### src/rtl/matrix_power_series_mod10_defines.svh
// ----------------------------------------------------------------------------
// Assertion macros for the matrix power series block
// Checks are compiled in unless ASSERT_OFF is defined.
// ----------------------------------------------------------------------------
`ifndef MATRIX_POWER_SERIES_MOD10_DEFINES_SVH
`define MATRIX_POWER_SERIES_MOD10_DEFINES_SVH

`ifndef ASSERT_OFF
`define MPSM_ASSERT_IMP(lbl, ante, cons) \
    lbl: assert property (@(posedge clk) disable iff (!rst_n) (ante) |-> (cons)) \
        else $error("same-cycle check failed");
`define MPSM_ASSERT_NEXT(lbl, ante, cons) \
    lbl: assert property (@(posedge clk) disable iff (!rst_n) (ante) |=> (cons)) \
        else $error("next-cycle check failed");
`else
`define MPSM_ASSERT_IMP(lbl, ante, cons)
`define MPSM_ASSERT_NEXT(lbl, ante, cons)
`endif

`endif

### src/rtl/mpsm_pkg.sv
// ----------------------------------------------------------------------------
// mpsm_pkg
// Shared types, codes and mod 10 helpers of the matrix power series block.
// ----------------------------------------------------------------------------
`default_nettype none

package mpsm_pkg;

    localparam logic [1:0] OP_LOAD    = 2'd0;
    localparam logic [1:0] OP_COMPUTE = 2'd1;
    localparam logic [1:0] OP_READ    = 2'd2;

    localparam logic [1:0] STAT_DONE  = 2'd0;
    localparam logic [1:0] STAT_READ  = 2'd1;
    localparam logic [1:0] STAT_RANGE = 2'd2;

    localparam logic REG_DIM = 1'b0;
    localparam logic REG_EXP = 1'b1;

    typedef enum logic [2:0] {
        PASS_CLEAR,
        PASS_INIT,
        PASS_MUL_PS,
        PASS_ADD,
        PASS_MUL_PP,
        PASS_MOVE,
        PASS_MUL_PA,
        PASS_MOVE_ADD
    } pass_t;

    typedef struct packed {
        logic       go;
        pass_t      mode;
        logic [6:0] n;
        logic       load_we;
        logic [5:0] row;
        logic [5:0] col;
        logic [3:0] load_val;
    } ctl_cmd_t;

    typedef struct packed {
        logic       pass_done;
        logic [3:0] rd_data;
    } dp_stat_t;

    // reciprocal 205/2048, exact for values below 1029
    function automatic logic [3:0] mod10_small(input logic [6:0] v);
        logic [14:0] prod;
        logic [6:0]  r;
        prod = 15'(v) * 15'd205;
        r = v - 7'(prod[14:11]) * 7'd10;
        return r[3:0];
    endfunction

    // reciprocal 52429/2^19, exact over 16 bits
    function automatic logic [3:0] mod10_wide(input logic [15:0] v);
        logic [31:0] prod;
        logic [15:0] r;
        prod = 32'(v) * 32'd52429;
        r = v - 16'(prod[31:19]) * 16'd10;
        return r[3:0];
    endfunction

endpackage

`default_nettype wire

### src/rtl/mpsm_ctrl.sv
// ----------------------------------------------------------------------------
// mpsm_ctrl
// Configuration registers, command decode and the pass sequencer that
// walks the exponent bits from the top.
// ----------------------------------------------------------------------------
`default_nettype none
`include "matrix_power_series_mod10_defines.svh"

module mpsm_ctrl import mpsm_pkg::*; #(
    parameter int MAX_DIM  = 64,
    parameter int EXP_BITS = 32
) (
    input  wire logic        clk,
    input  wire logic        rst_n,
    input  wire logic        start,
    output logic             busy,
    input  wire logic [1:0]  opcode,
    input  wire logic [5:0]  row,
    input  wire logic [5:0]  col,
    input  wire logic [15:0] element_value,
    input  wire logic        cfg_we,
    input  wire logic        cfg_index,
    input  wire logic [31:0] cfg_data,
    output logic             result_valid,
    output logic [1:0]       status,
    output logic [3:0]       result_value,
    output ctl_cmd_t         cmd,
    input  wire dp_stat_t    stat
);

    localparam int CW = $clog2(EXP_BITS + 1);

    typedef enum logic [1:0] {
        ST_IDLE,
        ST_SEEK,
        ST_WAIT
    } state_t;

    state_t              state_reg;
    logic [6:0]          dim_reg;
    logic [EXP_BITS-1:0] exp_reg, k_reg;
    logic [CW-1:0]       bits_reg;
    logic                bit_reg, go_reg, valid_reg;
    pass_t               mode_reg;
    logic [1:0]          status_reg;

    logic [6:0]          n;
    logic                accept, in_range, iter_end;
    logic [EXP_BITS-1:0] k_shift;

    assign n        = (dim_reg > 7'(MAX_DIM)) ? 7'(MAX_DIM) : dim_reg;
    assign accept   = start && (state_reg == ST_IDLE);
    assign in_range = ({1'b0, row} < n) && ({1'b0, col} < n);
    assign k_shift  = k_reg << 1;
    assign iter_end = (mode_reg inside {PASS_INIT, PASS_MOVE_ADD})
                      || ((mode_reg == PASS_MOVE) && !bit_reg);

    assign busy         = (state_reg != ST_IDLE);
    assign result_valid = valid_reg;
    assign status       = status_reg;
    assign result_value = (valid_reg && status_reg == STAT_READ) ? stat.rd_data : 4'd0;

    assign cmd.go       = go_reg;
    assign cmd.mode     = mode_reg;
    assign cmd.n        = n;
    assign cmd.load_we  = accept && (opcode == OP_LOAD) && in_range;
    assign cmd.row      = row;
    assign cmd.col      = col;
    assign cmd.load_val = mod10_wide(element_value);

    always_ff @(posedge clk or negedge rst_n)
    begin
        if (!rst_n)
        begin
            state_reg  <= ST_IDLE;
            dim_reg    <= 7'd1;
            exp_reg    <= EXP_BITS'(1);
            k_reg      <= '0;
            bits_reg   <= '0;
            bit_reg    <= 1'b0;
            go_reg     <= 1'b0;
            valid_reg  <= 1'b0;
            mode_reg   <= PASS_CLEAR;
            status_reg <= STAT_DONE;
        end
        else
        begin
            go_reg    <= 1'b0;
            valid_reg <= 1'b0;
            if (cfg_we)
            begin
                case (cfg_index)
                    REG_DIM: dim_reg <= cfg_data[6:0];
                    REG_EXP: exp_reg <= cfg_data[EXP_BITS-1:0];
                    default: ;
                endcase
            end
            case (state_reg)
                ST_IDLE:
                begin
                    if (accept)
                    begin
                        case (opcode)
                            OP_LOAD:
                            begin
                                if (!in_range)
                                begin
                                    valid_reg  <= 1'b1;
                                    status_reg <= STAT_RANGE;
                                end
                            end
                            OP_COMPUTE:
                            begin
                                if (n == 7'd0)
                                begin
                                    valid_reg  <= 1'b1;
                                    status_reg <= STAT_DONE;
                                end
                                else if (exp_reg == '0)
                                begin
                                    go_reg    <= 1'b1;
                                    mode_reg  <= PASS_CLEAR;
                                    state_reg <= ST_WAIT;
                                end
                                else
                                begin
                                    k_reg     <= exp_reg;
                                    bits_reg  <= CW'(EXP_BITS - 1);
                                    state_reg <= ST_SEEK;
                                end
                            end
                            OP_READ:
                            begin
                                valid_reg  <= 1'b1;
                                status_reg <= in_range ? STAT_READ : STAT_RANGE;
                            end
                            default: ;
                        endcase
                    end
                end
                ST_SEEK:
                begin
                    if (k_reg[EXP_BITS-1])
                    begin
                        go_reg    <= 1'b1;
                        mode_reg  <= PASS_INIT;
                        state_reg <= ST_WAIT;
                    end
                    else
                    begin
                        k_reg    <= k_shift;
                        bits_reg <= bits_reg - CW'(1);
                    end
                end
                ST_WAIT:
                begin
                    if (stat.pass_done)
                    begin
                        if (mode_reg == PASS_CLEAR || (iter_end && bits_reg == '0))
                        begin
                            valid_reg  <= 1'b1;
                            status_reg <= STAT_DONE;
                            state_reg  <= ST_IDLE;
                        end
                        else if (iter_end)
                        begin
                            k_reg    <= k_shift;
                            bits_reg <= bits_reg - CW'(1);
                            bit_reg  <= k_shift[EXP_BITS-1];
                            go_reg   <= 1'b1;
                            mode_reg <= PASS_MUL_PS;
                        end
                        else
                        begin
                            go_reg <= 1'b1;
                            case (mode_reg)
                                PASS_MUL_PS: mode_reg <= PASS_ADD;
                                PASS_ADD:    mode_reg <= PASS_MUL_PP;
                                PASS_MUL_PP: mode_reg <= PASS_MOVE;
                                PASS_MOVE:   mode_reg <= PASS_MUL_PA;
                                PASS_MUL_PA: mode_reg <= PASS_MOVE_ADD;
                                default:     mode_reg <= PASS_CLEAR;
                            endcase
                        end
                    end
                end
                default: state_reg <= ST_IDLE;
            endcase
        end
    end

    `MPSM_ASSERT_IMP(a_result_when_idle, valid_reg, state_reg == ST_IDLE)
    `MPSM_ASSERT_IMP(a_go_only_waiting, go_reg, state_reg == ST_WAIT)
    `MPSM_ASSERT_NEXT(a_read_answers, accept && opcode == OP_READ, valid_reg)

endmodule

`default_nettype wire

### config.mk
export PLATFORM = sky130hd
export DESIGN_NAME = mpsm_ctrl
export DESIGN_NICKNAME = d
export VERILOG_FILES = /design/src/rtl/mpsm_pkg.sv /design/src/rtl/mpsm_ctrl.sv
export VERILOG_INCLUDE_DIRS = /design/src /design/src/rtl
export SDC_FILE = /design/constraint.sdc
export NUM_CORES = 1
export LEC_CHECK = 0
export BUFFER_PORTS_ARGS = -buffer_cell sky130_fd_sc_hd__buf_2
export CORE_MARGIN = 4
export CORE_UTILIZATION = 46
export CTS_CLUSTER_DIAMETER = 50
export DETAILED_ROUTE_END_ITERATION = 7
export PLACE_DENSITY = 0.74
export SYNTH_ARGS = -nofsm -noshare
export SYNTH_HDL_FRONTEND = slang
export SYNTH_SLANG_ARGS = --single-unit
export TNS_END_PERCENT = 1
### constraint.sdc
create_clock -name clk -period 13 [get_ports clk]
set_input_delay 2.6 -clock clk [delete_from_list [all_inputs] [get_ports clk]]
set_output_delay 2.6 -clock clk [all_outputs]
set_load 0.01 [all_outputs]
Word level (Yosys, flattened, before mapping)
Index checks and enable logic that the tools add are counted.
{"block": "classes", "add_sub_neg": 2, "n_mul": 2, "div_mod_pow": 0, "magnitude_cmp": 3, "n_eq_ne": 26, "shifts": 0, "muxes": 59, "bitwise": 2, "reduce_logical": 28}
{"operator": "$mux 32", "count": 8}
{"operator": "$pmux 32 s3", "count": 1}
{"operator": "$mux 6", "count": 8}
{"operator": "$logic_not 32->1", "count": 1}
{"operator": "$mul 16x16->32 const B", "count": 1}
{"operator": "$mux 3", "count": 8}
{"operator": "$mux 2", "count": 11}
{"operator": "$ne 2x2->1 const B", "count": 9}
{"operator": "$pmux 6 s3", "count": 1}
{"operator": "$reduce_and 8->1", "count": 2}
{"operator": "$pmux 3 s5", "count": 1}
{"operator": "$lt 6x7->1", "count": 2}
{"operator": "$mul 13x3->3 const B", "count": 1}
{"operator": "$eq 3x3->1 const B", "count": 4}
{"operator": "$mux 1", "count": 12}
{"operator": "$pmux 2 s3", "count": 2}
{"operator": "$pmux 3 s3", "count": 1}
{"operator": "$reduce_and 9->1", "count": 1}
{"operator": "$gt 7x7->1 const B", "count": 1}
{"operator": "$logic_and 1x1->1", "count": 7}
{"operator": "$logic_not 7->1", "count": 1}
{"operator": "$mux 7", "count": 1}
{"operator": "$reduce_and 7->1", "count": 1}
{"operator": "$eq 2x1->1 const B", "count": 3}
{"operator": "other kinds (23)", "count": 34}
{"block": "word_totals", "register_bits": 87, "latch_bits": 0, "mem_bits_rw": 0, "rom_bits": 0, "wordCells": 133, "memories": 0}

Longest topological paths before layout
{"block": "logic_depth", "ltp_word": 8, "ltp_mapped": 24}

Worst setup path after synthesis
OpenSTA, ideal clock, no wires.
{"block": "synth_path", "kind": "input port to output port", "start": "input port element_value[2]", "end": "output port cmd[3] (netlist name)", "t_arrival_ns": 8.106, "t_required_ns": 10.400, "setup_slack_ns": 2.294, "path_stages": 24, "n_path_buf": 0, "path_cell_list": "ha_1 -> inv_1 -> fa_1 -> inv_1 -> fa_1 -> fa_1 -> fa_1 -> inv_1 -> fa_1 -> inv_1 -> ha_1 -> nand3_1 -> nor3_1 -> nand2_1 -> o21ai_1 -> xor2_1 -> ha_1 -> inv_1 -> fa_1 -> xnor2_1 -> xnor2_1 -> xnor2_1 -> xnor2_1 -> xnor2_1"}
{"item": "start, declared", "line": "mpsm_ctrl.sv:20", "text": "input wire logic [15:0] element_value,"}
{"item": "end, declared", "line": "mpsm_ctrl.sv:27", "text": "output ctl_cmd_t cmd,"}

==> metrics.yaml <==
clock_network:
  numClockSinks: 87
  cts_buffer_depth: 2
  cts-hold-fix-buffers: 0
  htreeDepth: 3
  post-cts-setup-buffers: 0
  ctsResizeCount: 0
  cts_tree: "done"
  clock_slew_at_the_register_clock_pins_of_the_worst_setup_and_hold_paths_ns: 0.06
  worstSkewPairLatency_ns: 0.34
  clockRootBuffer: "clkbuf_16"
  cts_inserted_buffers: 9
logic_synthesis:
  asyncSetResetFlopFracSynth_pct: 100.0
  synthTopCellsByArea: "dfrtp_1, ha_1, fa_1"
  synth_seq_cells: 87
  netlist_top_cells_count: "inv_1, ha_1, dfrtp_1"
  post_synth_inst_count: 765
  synth_cell_type_count: 54
  synthDominantCellAreaShare_pct: 27.61
  synth-edff-count: 0
  yosysTopAreaCell: "dfrtp_1"
  synth_area_um2: 7704
  post_synth.cell_area_avg_um2: 10.07
  total_number_of_yosys_warnings: 0
  postSynthNetCount: 1005
  seq_area_frac_synth_pct: 28.29
  synthFlopType: "dfrtp_1"
  synth_most_common_cell: "inv_1"
route:
  drtPass1Iterations: 5
  num_vias: 5552
  via_per_inst: 5.169
  drt-total-wl_um: 16350
  initial_drc_count: 401
  post_drt_wl_per_cell_um: 15.22
  drc_errors: 0
  ant_nets: 0
place:
  finalWeightedCongestion: 0.9294
  detailed_place.area_um2: 8283
  io_buffers: 107
  dp_hpwl_um: 13120
power_and_ir_drop:
  power_density_nw_per_um2: 247.1
  power.ir.vdd_worst_uv: 445.8
  total_power_mw: 2.126
  power.leakage_nw: 4.386
setup_path:
  cp_num_buf_inv: 7
  worst-path-max-fanout: 6
  timing.critical_path.from_type: "primary input"
  crit_end_element: "output port"
  ff2ff_setup_slack_ns: 9.38
  worst_r2r_path_depth: 6
  max_stage_delay_ns: 0.54
  crit_cells: 26
  worst_path_dominant_cell_family: "adder cells"
  worst_path_max_delay_cell: "fa_1"
  crit_top_cell: "fa_1"
  worst_path_arrival_time_ns: 8.66
  worst-endpoint-required_ns: 10.40
  timing_worst_setup_path_type: "in -> out"
timing:
  max_freq_mhz: 88.79
  finalCriticalPeriod_ns: 11.26
  max-slew-margin-rel_pct: 12.21
  timing.clock.skew_ns: 0.006778
  fin_setup_tns_ns: 0
  unrepaired_setup_endpoints_after_global_routing: "false"
  slew_viol_final: 0
  report.final.hold_viol_count: 0
  layout_worst_path_cycle_share_pct: 86.64
  worst_pin_slew_ns: 1.315
  count_of_endpoints_failing_setup_in_the_final_report: 0
worst_hold_path:
  hold_path_class: "reg -> reg"
  worstHoldPathCells: 1
grt:
  grt_usage_pct: 17.95
  grt_overflow: 0
  via_count_of_the_first_global_routing_pass: 5549
  grt_start_max_net_pins: 88
  antenna_found_initial: 0
  grt_pass1_wl_um: 27010
cells_and_area:
  final_std_cell_area_no_fill_um2: 8602
  finish.net_count: 1088
  drive_gt1_share_pct: 20.28
  areaGrowthSynthToFinish_pct: 11.66
  nFillCells: 1489
floorplanning:
  die_y_um: 137.4
  die-area_um2: 18880
  die_w_um: 137.4
  num_rows: 47
  core_area_um2: 16520
  io_pins: 108
  initial_util_pct: 46.62
run_status:
  run_status: "finished, final reports clean"
job:
  maximum_capacitance_violations: 0
layout by cell type, fill, tap and decap left out, types with 10 or more instances in the layout:
| master | Yosys | final |
|---|---|---|
| a21oi_1 | 21 | 21 |
| fa_1 | 64 | 64 |
| nand2_1 | 20 | 20 |
| ha_1 | 104 | 104 |
| mux2_2 | 39 | 39 |
| nor2_1 | 83 | 82 |
| buf_2 | 3 | 106 |
| xnor2_1 | 12 | 12 |
| a221oi_1 | 31 | 31 |
| inv_1 | 155 | 155 |
| dfrtp_1 | 85 | 85 |
| nor3_1 | 10 | 10 |
routing by layer:
| layer | part of all wire [%] | vias to the layer above | track usage, % |
|---|---|---|---|
| met5 | 0 | - | 0 |
| met4 | 1.5 | 0 | 3.936 |
| met3 | 4.9 | 19 | 3.178 |
| met2 | 48 | 129 | 28.88 |
| met1 | 45 | 2715 | 25.43 |
| li1 | - | 2689 | - |
final cells by class:
type | count | area (µm²) | area share, %
clock inverter | 5 | 63.81 | 0.7418
inverter | 156 | 585.6 | 6.807
antenna | 1 | 2.502 | 0.02909
multi-input combinational | 485 | 4690 | 54.52
tap | 220 | 275.3 | 3.200
sequential | 87 | 2180 | 25.34
clock buffer | 11 | 252.7 | 2.938
timing repair buffer | 109 | 553.0 | 6.429
cell families after synthesis:
group	synth area share [%]
muxes	6.285
DFF	28.29
adders and majority gates	33.52
AOI/OAI and AO/OA	9.128
xor gates and xnor gates	2.274
buffers and inverters	10.87
and+or+nand+nor	9.631
power by group:
part,switching (mW),internal (mW)
combinational,0.822,0.602
clock,0.107,0.161
sequential,0.0656,0.368
worst register-to-register path, stage by stage (launching register included):
cell and delay (ns):
dfrtp_1 0.40, inv_1 0.08, ha_1 0.45, clkinv_1 0.87, nor2_2 1.36, a221oi_1 0.24
nor2_1 0.15
final timing paths:
| path | to | start |
|---|---|---|
| min | status[1] | status[1] |
| max in group asynchronous | bits_reg[2] | rst_n |
| max | cmd[3] | element_value[2] |
| min reg2reg | status[1] | status[1] |
| min in group asynchronous | exp_reg[8] | rst_n |
| max reg2reg | k_reg[4] | state_reg[0] |
per-stage QoR:
step	hold WS [ns]	worst slack (ns)	utilization, %	std cells
finish	0.5112	1.737	52.06	1074
global route	0.5325	1.275	52.04	1073
detailed placement	0.4997	1.726	50.12	1057
floorplan	0.4561	2.294	-	765
CTS	0.5134	1.720	52.04	1073
global placement	0.4899	1.858	50.12	1057
No activity file was read; power rests on OpenSTA's default activity.
